$ cat src/rtl/wrm_pkg.sv
`timescale 1ns / 1ps
`default_nettype none
package wrm_pkg;
  localparam int NUM_WORKERS = 64;
  localparam int NUM_TYPES   = 8;
  localparam int UNIT_WIDTH  = 16;
  localparam int WW          = 6;
  localparam int TW          = 3;
  localparam int CW          = 7;
  localparam logic [UNIT_WIDTH-1:0] UNIT_MAX = {UNIT_WIDTH{1'b1}};

  typedef enum logic [1:0] {
    OP_ADD        = 2'd0,
    OP_MATCH_TYPE = 2'd1,
    OP_MATCH_TGT  = 2'd2,
    OP_REMOVE     = 2'd3
  } op_t;

  typedef enum logic [1:0] {
    STAT_OK       = 2'd0,
    STAT_NO_MATCH = 2'd1,
    STAT_CONFLICT = 2'd2,
    STAT_BAD      = 2'd3
  } status_t;

  typedef struct packed {
    op_t                   op;
    logic [WW-1:0]         worker;
    logic [TW-1:0]         wtype;
    logic [UNIT_WIDTH-1:0] units;
    logic                  blocking;
    logic                  units_zero;
  } cmd_t;

  typedef struct packed {
    status_t               status;
    logic                  matched;
    logic [WW-1:0]         matched_worker;
    logic [UNIT_WIDTH-1:0] remaining_units;
    logic [CW-1:0]         queue_size;
    logic [CW-1:0]         blocked_total;
  } res_t;
endpackage
`default_nettype wire

$ cat src/rtl/worker_request_matcher.sv
// worker request matcher: one pending work request per worker, kept in
// arrival order per work type.
// input channel in_valid/in_ready carries one command per transaction:
// add, match by type, match by target worker, or remove units.
// output channel out_valid/out_ready returns exactly one result per command:
// status, matched worker, remaining units, queue size and blocked count.
// a two-entry command queue sits in front of the executor, so commands are
// taken while the executor or the receiver is busy.
// the executor reads the worker entry and its list links from the entry
// memories when it takes a command, then updates entry, links and
// head/tail registers; it takes a new command only once the last one is done.
// when the receiver stalls, the result stays in the output register and the
// executor holds its next command; the queue fills and then in_ready drops.
// reset (synchronous, active low) empties all requests and the queue;
// entry contents are not cleared and need no clearing pass.
`timescale 1ns / 1ps
`default_nettype none
module worker_request_matcher import wrm_pkg::*; (
  input  wire logic                  clk,
  input  wire logic                  rst_n,
  input  wire logic                  in_valid,
  output logic                       in_ready,
  input  wire logic [1:0]            in_op,
  input  wire logic [WW-1:0]         in_worker,
  input  wire logic [TW-1:0]         in_work_type,
  input  wire logic [UNIT_WIDTH-1:0] in_unit_count,
  input  wire logic                  in_blocking,
  output logic                       out_valid,
  input  wire logic                  out_ready,
  output logic [1:0]                 out_status,
  output logic                       out_matched,
  output logic [WW-1:0]              out_matched_worker,
  output logic [UNIT_WIDTH-1:0]      out_remaining_units,
  output logic [CW-1:0]              out_queue_size,
  output logic [CW-1:0]              out_blocked_total
);
  logic cmd_valid, cmd_pop;
  cmd_t cmd;
  res_t res;

  wrm_front u_front (
    .clk          (clk),
    .rst_n        (rst_n),
    .in_valid     (in_valid),
    .in_ready     (in_ready),
    .in_op        (in_op),
    .in_worker    (in_worker),
    .in_work_type (in_work_type),
    .in_unit_count(in_unit_count),
    .in_blocking  (in_blocking),
    .cmd_valid    (cmd_valid),
    .cmd_pop      (cmd_pop),
    .cmd          (cmd)
  );

  wrm_back u_back (
    .clk      (clk),
    .rst_n    (rst_n),
    .cmd_valid(cmd_valid),
    .cmd_pop  (cmd_pop),
    .cmd      (cmd),
    .out_valid(out_valid),
    .out_ready(out_ready),
    .res      (res)
  );

  assign out_status          = res.status;
  assign out_matched         = res.matched;
  assign out_matched_worker  = res.matched_worker;
  assign out_remaining_units = res.remaining_units;
  assign out_queue_size      = res.queue_size;
  assign out_blocked_total   = res.blocked_total;
endmodule
`default_nettype wire

$ cat src/rtl/wrm_front.sv
`timescale 1ns / 1ps
`default_nettype none
module wrm_front import wrm_pkg::*; (
  input  wire logic                  clk,
  input  wire logic                  rst_n,
  input  wire logic                  in_valid,
  output logic                       in_ready,
  input  wire logic [1:0]            in_op,
  input  wire logic [WW-1:0]         in_worker,
  input  wire logic [TW-1:0]         in_work_type,
  input  wire logic [UNIT_WIDTH-1:0] in_unit_count,
  input  wire logic                  in_blocking,
  output logic                       cmd_valid,
  input  wire logic                  cmd_pop,
  output cmd_t                       cmd
);
  cmd_t       q_r [2];
  logic       wp_r, wp_nxt, rp_r, rp_nxt;
  logic [1:0] cnt_r, cnt_nxt;
  cmd_t       c_in;
  logic       push;

  // classify the incoming transaction
  always_comb begin
    c_in.op         = op_t'(in_op);
    c_in.worker     = in_worker;
    c_in.wtype      = in_work_type;
    c_in.units      = in_unit_count;
    c_in.blocking   = in_blocking;
    c_in.units_zero = (in_unit_count == '0);
  end

  assign in_ready  = (cnt_r != 2'd2);
  assign push      = in_valid && in_ready;
  assign cmd_valid = (cnt_r != 2'd0);
  assign cmd       = q_r[rp_r];

  always_comb begin
    wp_nxt  = wp_r ^ push;
    rp_nxt  = rp_r ^ cmd_pop;
    cnt_nxt = cnt_r + {1'b0, push} - {1'b0, cmd_pop};
  end

  always_ff @(posedge clk) begin
    if (!rst_n) begin
      wp_r  <= 1'b0;
      rp_r  <= 1'b0;
      cnt_r <= 2'd0;
    end else begin
      wp_r  <= wp_nxt;
      rp_r  <= rp_nxt;
      cnt_r <= cnt_nxt;
    end
  end

  always_ff @(posedge clk) begin
    if (push) begin
      q_r[wp_r] <= c_in;
    end
  end
endmodule
`default_nettype wire

$ cat src/rtl/wrm_back.sv
`timescale 1ns / 1ps
`default_nettype none
module wrm_back import wrm_pkg::*; (
  input  wire logic clk,
  input  wire logic rst_n,
  input  wire logic cmd_valid,
  output logic      cmd_pop,
  input  wire cmd_t cmd,
  output logic      out_valid,
  input  wire logic out_ready,
  output res_t      res
);
  localparam int EW = TW + UNIT_WIDTH + 1;

  typedef enum logic [1:0] {
    S_IDLE = 2'b01,
    S_EXEC = 2'b10
  } state_t;

  state_t state_r, state_nxt;
  cmd_t   cmd_r;
  logic [WW-1:0] addr_r;

  logic [EW-1:0] ent_mem [NUM_WORKERS];
  logic [WW-1:0] next_mem [NUM_WORKERS];
  logic [WW-1:0] prev_mem [NUM_WORKERS];
  logic [EW-1:0] ent_rd;
  logic [WW-1:0] nx_rd, pv_rd;

  logic [NUM_WORKERS-1:0] valid_r, valid_nxt;
  logic [WW-1:0] head_r [NUM_TYPES];
  logic [WW-1:0] head_nxt [NUM_TYPES];
  logic [WW-1:0] tail_r [NUM_TYPES];
  logic [WW-1:0] tail_nxt [NUM_TYPES];
  logic [NUM_TYPES-1:0] ne_r, ne_nxt;
  logic [CW-1:0] pend_r, pend_nxt, blkc_r, blkc_nxt;
  logic          out_valid_r, out_valid_nxt;
  res_t          res_r, res_nxt;

  logic          ent_we;
  logic [EW-1:0] ent_wd;
  logic          next_we, prev_we;
  logic [WW-1:0] next_wa, next_wd, prev_wa, prev_wd;

  logic [TW-1:0]         e_type;
  logic [UNIT_WIDTH-1:0] e_units;
  logic                  e_blk, v, adv;
  logic                  do_take, do_unlink, do_append, is_head, is_tail;
  logic [UNIT_WIDTH-1:0] take_n, left_units;
  logic [UNIT_WIDTH:0]   sum;
  logic [TW-1:0]         ut;
  logic [WW-1:0]         rd_addr;

  assign {e_type, e_units, e_blk} = ent_rd;
  assign v         = valid_r[addr_r];
  assign adv       = !out_valid_r || out_ready;
  assign cmd_pop   = cmd_valid && (state_r == S_IDLE);
  assign rd_addr   = (cmd.op == OP_MATCH_TYPE) ? head_r[cmd.wtype] : cmd.worker;
  assign out_valid = out_valid_r;
  assign res       = res_r;

  always_comb begin
    state_nxt     = state_r;
    valid_nxt     = valid_r;
    head_nxt      = head_r;
    tail_nxt      = tail_r;
    ne_nxt        = ne_r;
    pend_nxt      = pend_r;
    blkc_nxt      = blkc_r;
    out_valid_nxt = out_valid_r && !out_ready;
    res_nxt       = res_r;
    ent_we        = 1'b0;
    ent_wd        = ent_rd;
    next_we       = 1'b0;
    next_wa       = pv_rd;
    next_wd       = nx_rd;
    prev_we       = 1'b0;
    prev_wa       = nx_rd;
    prev_wd       = pv_rd;
    do_take       = 1'b0;
    do_unlink     = 1'b0;
    do_append     = 1'b0;
    take_n        = cmd_r.units;
    left_units    = e_units - take_n;
    sum           = {1'b0, e_units} + {1'b0, cmd_r.units};
    ut            = e_type;
    is_head       = 1'b0;
    is_tail       = 1'b0;
    res_nxt.status          = STAT_OK;
    res_nxt.matched         = 1'b0;
    res_nxt.matched_worker  = '0;
    res_nxt.remaining_units = '0;

    unique case (state_r)
      S_IDLE: begin
        res_nxt = res_r;
        if (cmd_pop) begin
          state_nxt = S_EXEC;
        end
      end
      S_EXEC: begin
        if (!adv) begin
          res_nxt = res_r;
        end else begin
          state_nxt     = S_IDLE;
          out_valid_nxt = 1'b1;
          unique case (cmd_r.op)
            OP_ADD: begin
              if (cmd_r.units_zero) begin
                res_nxt.status = STAT_BAD;
              end else if (v) begin
                if (e_type != cmd_r.wtype) begin
                  res_nxt.status          = STAT_CONFLICT;
                  res_nxt.remaining_units = e_units;
                end else begin
                  ent_we = 1'b1;
                  ent_wd = {e_type, (sum[UNIT_WIDTH] ? UNIT_MAX : sum[UNIT_WIDTH-1:0]),
                            e_blk | cmd_r.blocking};
                  if (cmd_r.blocking && !e_blk) begin
                    blkc_nxt = blkc_r + 1'b1;
                  end
                  res_nxt.remaining_units = sum[UNIT_WIDTH] ? UNIT_MAX : sum[UNIT_WIDTH-1:0];
                end
              end else begin
                ent_we             = 1'b1;
                ent_wd             = {cmd_r.wtype, cmd_r.units, cmd_r.blocking};
                valid_nxt[addr_r]  = 1'b1;
                do_append          = 1'b1;
                pend_nxt           = pend_r + 1'b1;
                blkc_nxt           = blkc_r + {{(CW-1){1'b0}}, cmd_r.blocking};
                res_nxt.remaining_units = cmd_r.units;
              end
            end
            OP_MATCH_TYPE: begin
              if (ne_r[cmd_r.wtype]) begin
                do_take = 1'b1;
                take_n  = {{(UNIT_WIDTH-1){1'b0}}, 1'b1};
                res_nxt.matched        = 1'b1;
                res_nxt.matched_worker = addr_r;
              end else begin
                res_nxt.status = STAT_NO_MATCH;
              end
            end
            OP_MATCH_TGT: begin
              if (v && e_type == cmd_r.wtype) begin
                do_take = 1'b1;
                take_n  = {{(UNIT_WIDTH-1){1'b0}}, 1'b1};
                res_nxt.matched        = 1'b1;
                res_nxt.matched_worker = addr_r;
              end else begin
                res_nxt.status = STAT_NO_MATCH;
              end
            end
            OP_REMOVE: begin
              if (cmd_r.units_zero || !v) begin
                res_nxt.status = STAT_BAD;
              end else if (cmd_r.units > e_units) begin
                res_nxt.status          = STAT_BAD;
                res_nxt.remaining_units = e_units;
              end else begin
                do_take = 1'b1;
              end
            end
            default: ;
          endcase

          left_units = e_units - take_n;
          if (do_take) begin
            if (e_blk && blkc_r != '0) begin
              blkc_nxt = blkc_r - 1'b1;
            end
            ent_we = 1'b1;
            ent_wd = {e_type, left_units, 1'b0};
            res_nxt.remaining_units = left_units;
            if (left_units == '0) begin
              do_unlink         = 1'b1;
              valid_nxt[addr_r] = 1'b0;
              if (pend_r != '0) begin
                pend_nxt = pend_r - 1'b1;
              end
            end
          end

          // unlink from the type order
          if (do_unlink) begin
            is_head = (head_r[ut] == addr_r);
            is_tail = (tail_r[ut] == addr_r);
            priority if (is_head && is_tail) begin
              ne_nxt[ut] = 1'b0;
            end else if (is_head) begin
              head_nxt[ut] = nx_rd;
            end else if (is_tail) begin
              tail_nxt[ut] = pv_rd;
            end else begin
              next_we = 1'b1;
              prev_we = 1'b1;
            end
          end

          // append to the tail of the type order
          if (do_append) begin
            if (ne_r[cmd_r.wtype]) begin
              next_we = 1'b1;
              next_wa = tail_r[cmd_r.wtype];
              next_wd = addr_r;
              prev_we = 1'b1;
              prev_wa = addr_r;
              prev_wd = tail_r[cmd_r.wtype];
            end else begin
              head_nxt[cmd_r.wtype] = addr_r;
              ne_nxt[cmd_r.wtype]   = 1'b1;
            end
            tail_nxt[cmd_r.wtype] = addr_r;
          end
          res_nxt.queue_size    = pend_nxt;
          res_nxt.blocked_total = blkc_nxt;
        end
      end
      default: begin
        res_nxt   = res_r;
        state_nxt = S_IDLE;
      end
    endcase
  end

  always_ff @(posedge clk) begin
    if (!rst_n) begin
      state_r     <= S_IDLE;
      valid_r     <= '0;
      ne_r        <= '0;
      pend_r      <= '0;
      blkc_r      <= '0;
      out_valid_r <= 1'b0;
    end else begin
      state_r     <= state_nxt;
      valid_r     <= valid_nxt;
      ne_r        <= ne_nxt;
      pend_r      <= pend_nxt;
      blkc_r      <= blkc_nxt;
      out_valid_r <= out_valid_nxt;
    end
  end

  always_ff @(posedge clk) begin
    head_r <= head_nxt;
    tail_r <= tail_nxt;
    res_r  <= res_nxt;
    if (cmd_pop) begin
      cmd_r  <= cmd;
      addr_r <= rd_addr;
    end
  end

  always_ff @(posedge clk) begin
    if (cmd_pop) begin
      ent_rd <= ent_mem[rd_addr];
      nx_rd  <= next_mem[rd_addr];
      pv_rd  <= prev_mem[rd_addr];
    end
    if (ent_we) begin
      ent_mem[addr_r] <= ent_wd;
    end
    if (next_we) begin
      next_mem[next_wa] <= next_wd;
    end
    if (prev_we) begin
      prev_mem[prev_wa] <= prev_wd;
    end
  end
endmodule
`default_nettype wire

$ cat config.mk
export PLATFORM = sky130hd
export DESIGN_NAME = worker_request_matcher
export DESIGN_NICKNAME = d
export VERILOG_FILES = /design/src/rtl/wrm_pkg.sv /design/src/rtl/worker_request_matcher.sv /design/src/rtl/wrm_front.sv /design/src/rtl/wrm_back.sv
export SDC_FILE = /design/constraint.sdc
export NUM_CORES = 2
export LEC_CHECK = 0
export BUFFER_PORTS_ARGS = -buffer_cell sky130_fd_sc_hd__buf_2
export CAP_MARGIN = 20
export CORE_MARGIN = 2
export CORE_UTILIZATION = 50
export DETAILED_ROUTE_END_ITERATION = 7
export PLACE_DENSITY = 0.78
export SLEW_MARGIN = 20
export SYNTH_ARGS = -nofsm -noshare
export SYNTH_HDL_FRONTEND = slang
export SYNTH_SLANG_ARGS = --single-unit
$ cat constraint.sdc
create_clock -name clk -period 7.5 [get_ports clk]
set_input_delay 0.375 -clock clk [delete_from_list [all_inputs] [get_ports clk]]
set_output_delay 0.375 -clock clk [all_outputs]
set_load 0.02 [all_outputs]
==> impl_metrics.toml <==
[critical_path]
path_max_fanout = 86
startpoint = "u_back.addr_r[0]"
rrSetupSlack_ns = 0.41
cp-start-kind = "flop"
crit_required_ns = 8.10
cp_slowest_cell = "nor4_1"
reg2reg_from = "u_back.addr_r[0]"
reg2reg_depth = 26
cp.arrival_ns = 7.69
crit_path_end_kind = "flop"
crit_end = "u_back.next_mem[47][4]"
path_class = "flop to flop"
slowest_delay_ns = 0.50
crit_top_cell = "buf_4"
r2r_end = "u_back.next_mem[47][4]"

[detailed_routing]
wl_per_cell_um = 28.7
drc = 0
drt-pass1-iter-count = 7
ant_nets = 0
drt_iter0_drc = 11600
vias = 71800
drt-total-wl_um = 313000
viasPerCell = 6.59

[final_layout]
mostFrequentLayoutCell = "edfxtp_1"
final_cell_mix = "2302 x edfxtp_1, 1378 x nand2_1, 545 x nand3_1, 506 x mux2i_1, 348 x buf_4"
final_layout_size_suffix_gt1_share_pct = 14.3
fillers = 15400
area_growth_pct = 12.9
final_net_count = 8022
final_core_util_pct = 56.9

[synth]
syn_area_mm2 = 0.104
ys_async_sr_fraction_pct = 0
ys_types = 98
synth-seq-cells = 2396
synthesis.nets = 7911
ys.flop_type = "edfxtp_1"
syn_area_per_cell_um2 = 13.3
ys_seq_area_share_pct = 68.1
ys_warn_count = 0
syn_inst = 7815
synth-edff-count = 2302

[run_status]
status = "completed"

[cts]
htree_levels = 4
cts_tree = "built"
root_buffer = "clkbuf_16"
cts_buffers = 215
clock_sinks = 2396
clk_pin_slew_ns = 0.07
clk_latency_ns = 0.91
clockBufferDepth = 3

[grt]
grt_use_total_pct = 28.8
grt_max_degree = 149
grt_pass1_vias = 68700
grt_overflow = 0
antenna_found_initial = 9
grt_pass1_wl_um = 452000

[floorplan]
die-area_mm2 = 0.212
initial_core_util_pct = 50.3
ioPinCount = 73
die-height_um = 461
num_rows = 167
chipWidth_um = 461
coreArea_mm2 = 0.207

[placed_design]
place_congestion = 0.939
dp_hpwl_um = 188000
dp_slack_ns = 0.190
portBuffers = 72

[power_and_ir_drop]
total_power_mw = 47.2
p_leak_nw = 40.8
max-vdd-ir-drop_uv = 432
p_per_area_mw_per_mm2 = 401

[timing]
relSlewSlack_pct = 2.59
tightest_slew_ns = 1.46
min_period_ns = 7.09
fin_skew_ns = 0.0773
whs_ns = 0.208
hold_violations = 0
setup_viol = 0
slew_violations = 0
max_freq_mhz = 141
post-route-period-util_pct = 94.5
fin_ws_ns = 0.411

[min_path]
hold_path_class = "input port to flop"

[run]
maxCapViolCount = 0
## stage by stage
| stage | TNS (ns) | std cells | instance area, um^2 |
|---|---|---|---|
| global route | -0.101 | 10900 | 118000 |
| finish | 0 | 10900 | 118000 |
| CTS | 0 | 10900 | 117000 |
| global placement | 0 | 10400 | 109000 |
| detailed placement | 0 | 10400 | 109000 |
| floorplan | 0 | 7815 | 104000 |
## Yosys cell counts (all sizes together) (14+ instances only)
cell type / count / share of area [%]
a211o: 16 / 0.13
a211oi: 141 / 1.0
a21o: 43 / 0.31
a21oi: 108 / 0.53
a221oi: 24 / 0.20
a22o: 20 / 0.17
a22oi: 30 / 0.22
a311o: 89 / 0.85
a311oi: 47 / 0.39
a31oi: 162 / 0.99
a32oi: 87 / 0.73
and2: 22 / 0.13
buf: 207 / 0.94
clkbuf: 370 / 1.3
dfxtp: 94 / 1.8
edfxtp: 2302 / 66
ha: 62 / 0.74
inv: 83 / 0.30
mux2: 78 / 0.85
mux2i: 510 / 4.9
mux4: 39 / 0.84
nand2: 1396 / 5.1
nand2b: 27 / 0.16
nand3: 546 / 2.6
nand4: 45 / 0.27
nor2: 282 / 1.0
nor2b: 32 / 0.21
nor3: 46 / 0.22
nor4: 170 / 1.5
o211a: 144 / 1.4
o211ai: 25 / 0.18
o21ai: 246 / 1.2
o22ai: 64 / 0.38
or3: 24 / 0.14
or4: 18 / 0.13
xnor2: 33 / 0.28
xor2: 14 / 0.12
## timing repair
action / CTS / global route
hold endpoints to repair: 62 / 0
hold buffers: 30 / 0
setup buffers: 0 / 19
resized for setup: 0 / 62
endpoints found under the setup margin: 0 / 877
## worst min path at each step
| stage | startpoint | to | slack [ns] | cells past startpoint |
|---|---|---|---|---|
| after floorplan | u_back.ne_r[0] | u_back.ne_r[0] | 0.46 | 2 |
| after global placement | u_back.ne_r[1] | u_back.ne_r[1] | 0.48 | 2 |
| after detailed placement | u_back.ne_r[2] | u_back.ne_r[2] | 0.49 | 2 |
| after CTS | in_work_type[2] | u_front.q_r[0][20] | 0.16 | 2 |
| after global routing | in_work_type[1] | u_front.q_r[0][19] | 0.20 | 2 |
| final | in_work_type[2] | u_front.q_r[1][20] | 0.21 | 2 |
## worst max-delay path: cells and delay by family, from the launching register on
kind,cells,cell delay [ns]
buf+inv,6,1.33
compound gates,9,1.96
simple gates,8,1.83
flops,1,0.45
mux,1,0.36
fa+ha+maj,2,0.69
## area by class of cell
type | instances | area, um^2 | share of cell area [%]
repair buffers | 471 | 3690 | 3.13
flip-flops and latches | 2396 | 71000 | 60.3
diodes | 6 | 15.0 | 0.0128
multi-input cells | 4755 | 31800 | 27.0
clock buffers | 242 | 5490 | 4.66
inverters | 87 | 349 | 0.297
well taps | 2788 | 3490 | 2.96
clock inverters | 152 | 1900 | 1.62
## cell families after synthesis
group           Yosys count  synth area share, %
compound gates         1339                 9.46
xor+xnor                 47                0.395
fa+ha+maj                64                0.783
buf+inv                 664                 2.59
flops                  2396                 68.1
mux                     627                 6.62
simple gates           2678                 12.0
## flip-flops by register name, summed over array words and instances (netlist names), named ones only
register          cells
u_back.cmd_r         23
u_back.next_mem     384
u_back.pv_rd          6
u_back.ent_mem     1280
u_back.state_r        2
u_back.prev_mem     384
u_front.cnt_r         2
u_back.pend_r         7
u_back.tail_r        48
u_back.ent_rd        20
u_front.wp_r          1
u_back.nx_rd          6
u_back.out_valid      1
u_front.rp_r          1
u_back.head_r        48
u_back.valid_r       64
u_front.q_r          58
u_back.ne_r           8
u_back.res           39
u_back.addr_r         6
u_back.blkc_r         7
## where the power goes
group,switching (mW),leakage (nW),internal (mW)
clock,5.09,3.59,6.46
sequential,0.506,21.5,16.9
combinational,13.4,15.7,4.87
## per-layer routing
metal  track usage, %  routed length [um]  part of all wire (%)
met1             37.5              112000                    36
met2             44.6              141000                    45
met3             7.09               40900                    13
met4             15.5               19000                   6.1
met5                0                  46                 0.015
Power figures use the tool's default switching activity.
